## src/rtl/lru_pkg.sv

```systemverilog
// shared constants and controller/datapath interface types for the lru page replacement core
`timescale 1ns / 1ps

package lru_pkg;

  localparam int FRAMES    = 8;
  localparam int PAGE_BITS = 16;
  localparam int CFG_W     = 4;
  localparam int FAULT_W   = 32;
  localparam int FRAME_W   = (FRAMES > 1) ? $clog2(FRAMES) : 1;
  localparam int RANK_W    = FRAME_W;
  localparam int CNT_W     = $clog2(FRAMES + 1);

  localparam logic [CFG_W-1:0] CFG_RESET = CFG_W'(8);

  typedef enum logic [1:0] {
    ST_IDLE,
    ST_EVAL,
    ST_COMMIT
  } lru_state_e;

  // commands from the controller to the datapath
  typedef struct packed {
    logic load;    // capture an accepted request
    logic eval;    // search frames and register the decision
    logic commit;  // update frames and load the output register
  } lru_cmd_t;

endpackage

```

## src/rtl/lru_ctrl.sv

```systemverilog
// controller state machine: request sequencing and output register handshake
`timescale 1ns / 1ps

module lru_ctrl
  import lru_pkg::*;
(
  input  logic     clk_i,
  input  logic     rst_ni,
  input  logic     in_valid_i,
  output logic     in_ready_o,
  output logic     out_valid_o,
  input  logic     out_ready_i,
  output lru_cmd_t cmd_o
);

  lru_state_e state_q, state_d;
  logic       out_valid_q, out_valid_d;
  logic       commit_ok;
  logic       accept;

  // commit only when the output register is free or being emptied now
  assign commit_ok = (state_q == ST_COMMIT) && (!out_valid_q || out_ready_i);
  assign accept    = in_valid_i && in_ready_o;

  always_comb begin
    state_d = state_q;
    case (state_q)
      ST_IDLE: begin
        if (accept) state_d = ST_EVAL;
      end
      ST_EVAL: begin
        state_d = ST_COMMIT;
      end
      ST_COMMIT: begin
        if (commit_ok) state_d = accept ? ST_EVAL : ST_IDLE;
      end
      default: begin
        state_d = ST_IDLE;
      end
    endcase
  end

  always_comb begin
    in_ready_o   = (state_q == ST_IDLE) || commit_ok;
    cmd_o.load   = accept;
    cmd_o.eval   = (state_q == ST_EVAL);
    cmd_o.commit = commit_ok;
    if (commit_ok) begin
      out_valid_d = 1'b1;
    end else if (out_ready_i) begin
      out_valid_d = 1'b0;
    end else begin
      out_valid_d = out_valid_q;
    end
  end

  assign out_valid_o = out_valid_q;

  always_ff @(posedge clk_i or negedge rst_ni) begin
    if (!rst_ni) begin
      state_q     <= ST_IDLE;
      out_valid_q <= 1'b0;
    end else begin
      state_q     <= state_d;
      out_valid_q <= out_valid_d;
    end
  end

endmodule

```

## src/rtl/lru_datapath.sv

```systemverilog
// datapath: frame table, recency ranks, fault counter and output register
`timescale 1ns / 1ps

module lru_datapath
  import lru_pkg::*;
(
  input  logic                 clk_i,
  input  logic                 rst_ni,
  input  lru_cmd_t             cmd_i,
  input  logic [PAGE_BITS-1:0] requested_page_i,
  input  logic                 cfg_we_i,
  input  logic [CFG_W-1:0]     cfg_wdata_i,
  output logic                 hit_o,
  output logic [FRAME_W-1:0]   frame_used_o,
  output logic                 evicted_valid_o,
  output logic [PAGE_BITS-1:0] evicted_page_o,
  output logic [FAULT_W-1:0]   fault_total_o
);

  logic [PAGE_BITS-1:0] frame_page_q [FRAMES];
  logic [FRAMES-1:0]    frame_valid_q;
  logic [RANK_W-1:0]    rank_q [FRAMES];
  logic [FAULT_W-1:0]   fault_q;
  logic [CFG_W-1:0]     active_q;
  logic [PAGE_BITS-1:0] page_q;

  // decision registered at the end of evaluation
  logic                 dec_hit_q;
  logic                 dec_evict_q;
  logic [FRAME_W-1:0]   dec_frame_q;

  logic [CNT_W-1:0]     eff;
  logic                 found, empty;
  logic [FRAME_W-1:0]   hit_idx, empty_idx, lru_idx;
  logic [RANK_W-1:0]    min_rank;
  logic [RANK_W-1:0]    old_rank;
  logic [FAULT_W-1:0]   fault_next;

  // clamp the frame count into 1..FRAMES
  always_comb begin
    if (active_q == '0) begin
      eff = CNT_W'(1);
    end else if ({{(32-CFG_W){1'b0}}, active_q} > 32'(FRAMES)) begin
      eff = CNT_W'(FRAMES);
    end else begin
      eff = CNT_W'(active_q);
    end
  end

  // parallel search over the active frames, lowest index wins
  always_comb begin
    found     = 1'b0;
    empty     = 1'b0;
    hit_idx   = '0;
    empty_idx = '0;
    lru_idx   = '0;
    min_rank  = rank_q[0];
    for (int i = 0; i < FRAMES; i++) begin
      if (CNT_W'(i) < eff) begin
        if (!found && frame_valid_q[i] && frame_page_q[i] == page_q) begin
          found   = 1'b1;
          hit_idx = FRAME_W'(i);
        end
        if (!empty && !frame_valid_q[i]) begin
          empty     = 1'b1;
          empty_idx = FRAME_W'(i);
        end
        if (i > 0 && rank_q[i] < min_rank) begin
          min_rank = rank_q[i];
          lru_idx  = FRAME_W'(i);
        end
      end
    end
  end

  assign old_rank   = rank_q[dec_frame_q];
  assign fault_next = (fault_q == '1) ? fault_q : fault_q + FAULT_W'(1);

  always_ff @(posedge clk_i) begin
    if (cmd_i.load) page_q <= requested_page_i;
    if (cmd_i.eval) begin
      dec_hit_q   <= found;
      dec_evict_q <= !found && !empty;
      dec_frame_q <= found ? hit_idx : (empty ? empty_idx : lru_idx);
    end
    if (cmd_i.commit) begin
      if (!dec_hit_q) frame_page_q[dec_frame_q] <= page_q;
      hit_o           <= dec_hit_q;
      frame_used_o    <= dec_frame_q;
      evicted_valid_o <= dec_evict_q;
      evicted_page_o  <= dec_evict_q ? frame_page_q[dec_frame_q] : '0;
      fault_total_o   <= dec_hit_q ? fault_q : fault_next;
    end
  end

  always_ff @(posedge clk_i or negedge rst_ni) begin
    if (!rst_ni) begin
      frame_valid_q <= '0;
      fault_q       <= '0;
      active_q      <= CFG_RESET;
      for (int i = 0; i < FRAMES; i++) rank_q[i] <= RANK_W'(i);
    end else if (cfg_we_i) begin
      active_q      <= cfg_wdata_i;
      frame_valid_q <= '0;
      for (int i = 0; i < FRAMES; i++) rank_q[i] <= RANK_W'(i);
    end else if (cmd_i.commit) begin
      // touched frame goes to the top, ranks above it shift down
      for (int i = 0; i < FRAMES; i++) begin
        if (FRAME_W'(i) == dec_frame_q) begin
          rank_q[i] <= RANK_W'(FRAMES - 1);
        end else if (rank_q[i] > old_rank) begin
          rank_q[i] <= rank_q[i] - RANK_W'(1);
        end
      end
      if (!dec_hit_q) begin
        frame_valid_q[dec_frame_q] <= 1'b1;
        fault_q                    <= fault_next;
      end
    end
  end

endmodule

```

## src/rtl/lru_page_replacement_core.sv

```systemverilog
// top level of the fully associative lru page replacement core
//
//  channel   direction  handshake                payload
//  request   in         in_valid_i / in_ready_o   requested_page_i
//  result    out        out_valid_o / out_ready_i hit_o frame_used_o evicted_valid_o
//                                                  evicted_page_o fault_total_o
//  config    in         cfg_we_i                 cfg_wdata_i (active frame count)
//
// a request is first evaluated, searching all frames in parallel and registering the
// decision; commit then updates frames and ranks and loads the output register.
// reset clears all frames, ranks equal the frame index, fault count is zero.
// while a result waits in the output register the next request is still accepted and
// evaluated; it holds in its commit cycle until the output register is freed.
`timescale 1ns / 1ps

module lru_page_replacement_core
  import lru_pkg::*;
(
  input  logic                 clk_i,
  input  logic                 rst_ni,
  input  logic                 in_valid_i,
  output logic                 in_ready_o,
  input  logic [PAGE_BITS-1:0] requested_page_i,
  output logic                 out_valid_o,
  input  logic                 out_ready_i,
  output logic                 hit_o,
  output logic [FRAME_W-1:0]   frame_used_o,
  output logic                 evicted_valid_o,
  output logic [PAGE_BITS-1:0] evicted_page_o,
  output logic [FAULT_W-1:0]   fault_total_o,
  input  logic                 cfg_we_i,
  input  logic [CFG_W-1:0]     cfg_wdata_i
);

  lru_cmd_t cmd;

  lru_ctrl u_ctrl (
    .clk_i       (clk_i),
    .rst_ni      (rst_ni),
    .in_valid_i  (in_valid_i),
    .in_ready_o  (in_ready_o),
    .out_valid_o (out_valid_o),
    .out_ready_i (out_ready_i),
    .cmd_o       (cmd)
  );

  lru_datapath u_datapath (
    .clk_i            (clk_i),
    .rst_ni           (rst_ni),
    .cmd_i            (cmd),
    .requested_page_i (requested_page_i),
    .cfg_we_i         (cfg_we_i),
    .cfg_wdata_i      (cfg_wdata_i),
    .hit_o            (hit_o),
    .frame_used_o     (frame_used_o),
    .evicted_valid_o  (evicted_valid_o),
    .evicted_page_o   (evicted_page_o),
    .fault_total_o    (fault_total_o)
  );

  // an accepted request is evaluated in the following cycle
  assert property (@(posedge clk_i) disable iff (!rst_ni)
    (in_valid_i && in_ready_o) |=> cmd.eval)
    else $error("accepted request not evaluated");

  // no new request while a decision is being formed
  assert property (@(posedge clk_i) disable iff (!rst_ni)
    cmd.eval |-> !in_ready_o)
    else $error("request accepted during evaluation");

  // a commit always leaves a result in the output register
  assert property (@(posedge clk_i) disable iff (!rst_ni)
    cmd.commit |=> out_valid_o)
    else $error("commit without result");

  // a hit never reports an eviction
  assert property (@(posedge clk_i) disable iff (!rst_ni)
    (out_valid_o && hit_o) |-> !evicted_valid_o)
    else $error("eviction reported on hit");

endmodule
```

## config.mk

```make
export PLATFORM = sky130hd
export DESIGN_NAME = lru_page_replacement_core
export DESIGN_NICKNAME = d
export VERILOG_FILES = /design/src/rtl/lru_pkg.sv /design/src/rtl/lru_ctrl.sv /design/src/rtl/lru_datapath.sv /design/src/rtl/lru_page_replacement_core.sv
export SDC_FILE = /design/constraint.sdc
export NUM_CORES = 1
export LEC_CHECK = 0
export ABC_AREA = 1
export BUFFER_PORTS_ARGS = -buffer_cell sky130_fd_sc_hd__buf_2
export CAP_MARGIN = 20
export CELL_PAD_IN_SITES_DETAIL_PLACEMENT = 1
export CELL_PAD_IN_SITES_GLOBAL_PLACEMENT = 1
export CORE_UTILIZATION = 30
export CTS_CLUSTER_SIZE = 12
export DETAILED_ROUTE_END_ITERATION = 10
export HOLD_SLACK_MARGIN = 0.15
export PLACE_DENSITY_LB_ADDON = 0.05
export SETUP_SLACK_MARGIN = 0.3
export SYNTH_ARGS = -nofsm -noshare
export SYNTH_HDL_FRONTEND = slang
export SYNTH_SLANG_ARGS = --single-unit
```

## constraint.sdc

```tcl
create_clock -name clk_i -period 7.5 [get_ports clk_i]
set_clock_uncertainty 0.2 [all_clocks]
set_input_delay 1.125 -clock clk_i [delete_from_list [all_inputs] [get_ports clk_i]]
set_output_delay 1.125 -clock clk_i [all_outputs]
set_load 0.02 [all_outputs]
```

==> summary.txt <==
Cells and area
  • Area grow syn2layout: 17.3%
  • Layout cells sized above 1: 13.8%
  • Cell area after layout: 0.0178 mm²
  • Core Util, Final: 36.0%
  • Leading cell type in the layout, fill and taps excluded: nand2_1
  • Antenna Cells: 0
  • Most frequent cells in the layout: 321 x nand2_1, 204 x inv_1, 202 x edfxtp_1, 130 x o21ai_0, 121 x nor2_1
  • # nets final: 1,817
  • Multi-input combinational cell area: 0.00636 mm²
  • Flip-flop and latch area: 0.00786 mm²
  • # fillers: 5,674

Pwr
  • Clk pwr share: 36.2%
  • Sequential power share: 37.6%
  • Maximum VDD drop: 0.182 mV
  • Power per standard cell area: 296 mW/mm²
  • Comb pwr share: 26.1%
  • Switch Pwr: 1.78 mW
  • Lkg Pwr: 7.05 nW
  • Internal: 3.47 mW
  • Sw Ratio: 33.9%

STA
  • Max frequency: 0.151 GHz
  • Final hold viol count: 0
  • Min setup slack post-route: 0.871 ns
  • WHS: 0.276 ns
  • Slew headroom: 20.5%
  • Minimum clock period: 6.63 ns
  • Worst Tran Pin Value: 1.16 ns
  • RSZ-0062 raised after global routing: no
  • Final period util: 88.4%
  • Final max-slew violation count: 0
  • Final setup vio count: 0
  • TNS Setup: 0 ns

Critical path
  • Worst path required time: 7.62 ns
  • Setup crit start kind: flip-flop
  • Arrival @ worst endpoint: 6.74 ns
  • CP max FO: 5
  • Worst r2r path cells: 41
  • Crit-path slowest cell: dfrtp_1
  • Worst path max stage delay: 0.41 ns
  • Crit. End Element: flip-flop
  • Crit path kind: reg -> reg
  • Cell mode on critical path: nand2_1

Floorplan
  • Die Span X: 227 µm
  • Rows: 81
  • Die area: 0.0513 mm²
  • Core ar.: 0.0494 mm²
  • Die Span Y: 227 µm
  • Io pins: 80
  • Initial Utilization: 30.7%

Placed design
  • I/O Buffers: 79
  • Routability congestion estimate: 0.949
  • Place WS: 0.198 ns
  • Detailed Place HPWL: 45,000 µm
  • Placed Area: 0.0164 mm²

Logic synthesis
  • Post-Syn Area: 0.0151 mm²
  • Largest cells by area after synthesis: edfxtp_1 40%, dfrtp_1 9.6%, nand2_1 8.0%
  • Yosys Warn Count: 0
  • Share of the yosys chip area belonging to registers: 51.9%
  • Synth area leader: edfxtp_1
  • Asr flop ratio synth: 26.0%
  • Ys flop type: edfxtp_1
  • EDFF count, synth: 202
  • Top-area cell type share of the netlist area: 40.1%
  • Syn Area/Cell: 9.20 µm²
  • Library cells used by synthesis: 58
  • Post-Synthesis Cells: 1,644
  • Syn_nets: 1,722
  • Seq cells post-synth: 273

Run
  • Max-Cap Viols: 0

Min path
  • Hold WC Path Type: in -> async

Clock network
  • CTS Buffer Depth: 3
  • Clock sinks: 273
  • Hold_buf cts: 0
  • Post-cts resize count: 1
  • Clock slew at reported path FFs: 0.06 ns
  • Clk root buf: clkbuf_16
  • CTS tree: built
  • Worst-Skew Late Latency: 0.57 ns
  • # H-tree levels: 2
  • CTS Buf Count: 36
  • Setup bufs post-CTS: 0

Drt
  • DRT Pass-1 Iters: 5
  • Routed WL: 61,600 µm
  • Detail Route Antenna Nets: 0
  • Routed wire per std cell: 25.3 µm
  • Vias: 12,900
  • 1st-iter DRT viols: 723
  • Vias per Instance: 5.31
  • DRC viols: 0

Outcome
  • Outcome: finished, final reports clean

Global routing
  • Gr usage total: 24.5%
  • First-pass GRT wire length: 90,200 µm
  • Largest net degree at the start of global routing: 65
  • GRT Residual Overflow: 0
  • Vias in the first global route: 13,500
  • Initial antenna violation count: 1
==> Yosys cell counts (7+ instances only) <==
library cell,number
nand2_1,321
inv_1,205
edfxtp_1,202
o21ai_0,132
nor2_1,128
dfrtp_1,58
xor2_1,56
ha_1,53
nand3_1,50
clkbuf_1,43
nor3_1,38
nand4_1,37
nor4_1,36
o22ai_1,36
a21oi_1,32
a22oi_1,25
or2_2,20
o2111ai_1,18
a211oi_1,14
dfstp_2,13
a2111oi_0,11
a31oi_1,11
nand2_2,11
xnor2_1,10
nand2_4,7
==> critical path, delay by kind of cell, from the launching register on <==
kind	cells	cell delay, ns
fa+ha+maj	7	1.67
compound gates	12	2.34
flops	1	0.41
buf+inv	4	0.25
simple gates	18	1.53
==> sequential cells by signal, indices dropped and copies added, names as in the netlist <==
register                    flops
u_datapath.dec_frame_q          3
u_ctrl.out_valid_o              1
u_datapath.evicted_valid_o      1
u_datapath.fault_total_o       32
u_datapath.active_q             4
u_datapath.frame_valid_q        8
u_datapath.dec_hit_q            1
u_datapath.hit_o                1
u_datapath.frame_page_q       128
u_datapath.rank_q              24
u_datapath.evicted_page_o      16
u_datapath.page_q              16
u_datapath.frame_used_o         3
u_ctrl.state_q                  2
u_datapath.fault_q             32
u_datapath.dec_evict_q          1
==> routing by layer <==
layer,track usage [%],part of all wire (%)
met2,41.3,48
met1,31.3,44
met4,11.8,4.6
met5,0,0
met3,2.42,3.2
==> area by class of cell <==
class,instances,share of cell area [%]
repair buffers,107,3.43
well taps,664,4.68
multi-input cells,1108,35.8
inverters,213,4.50
clock inverters,22,1.97
flip-flops and latches,273,44.3
clock buffers,44,5.30
==> power by group through the flow <==
stage	clock network [mW]	registers [mW]	logic, mW
after floorplan	0	1.99	0.928
after global placement	0	2.00	1.33
after detailed placement	0	2.01	1.36
after CTS	1.95	1.98	1.37
after global routing	2.00	2.00	1.56
final	1.90	1.98	1.37
==> metrics by stage <==
| stage | std cells | power, mW |
|---|---|---|
| 6_report | 2431 | 5.26 |
| 5_1_grt | 2431 | 5.56 |
| 4_1_cts | 2431 | 5.31 |
| 3_5_place_dp | 2365 | 3.37 |
| 3_3_place_gp | 2365 | 3.33 |
| 2_1_floorplan | 1644 | 2.92 |
==> kinds of logic after synthesis <==
family,after synthesis,synth area share [%]
AOI/OAI and AO/OA,318,13.2
xor gates and xnor gates,66,3.82
adders and majority gates,53,4.38
buffers and inverters,263,6.54
DFF,273,51.9
and+or+nand+nor,671,20.1
==> worst paths after layout <==
kind	start	end	slack, ns
max	u_datapath.rank_q[23]	u_datapath.dec_frame_q[2]	0.87
min	rst_ni	u_datapath.frame_valid_q[5]	0.28
max reg2reg	u_datapath.rank_q[23]	u_datapath.dec_frame_q[2]	0.87
min reg2reg	u_datapath.rank_q[3]	u_datapath.rank_q[3]	0.30
max in group asynchronous	rst_ni	u_datapath.fault_q[28]	5.71
min in group clk_i	u_datapath.rank_q[3]	u_datapath.rank_q[3]	0.30
Power figures use the tool's default switching activity.
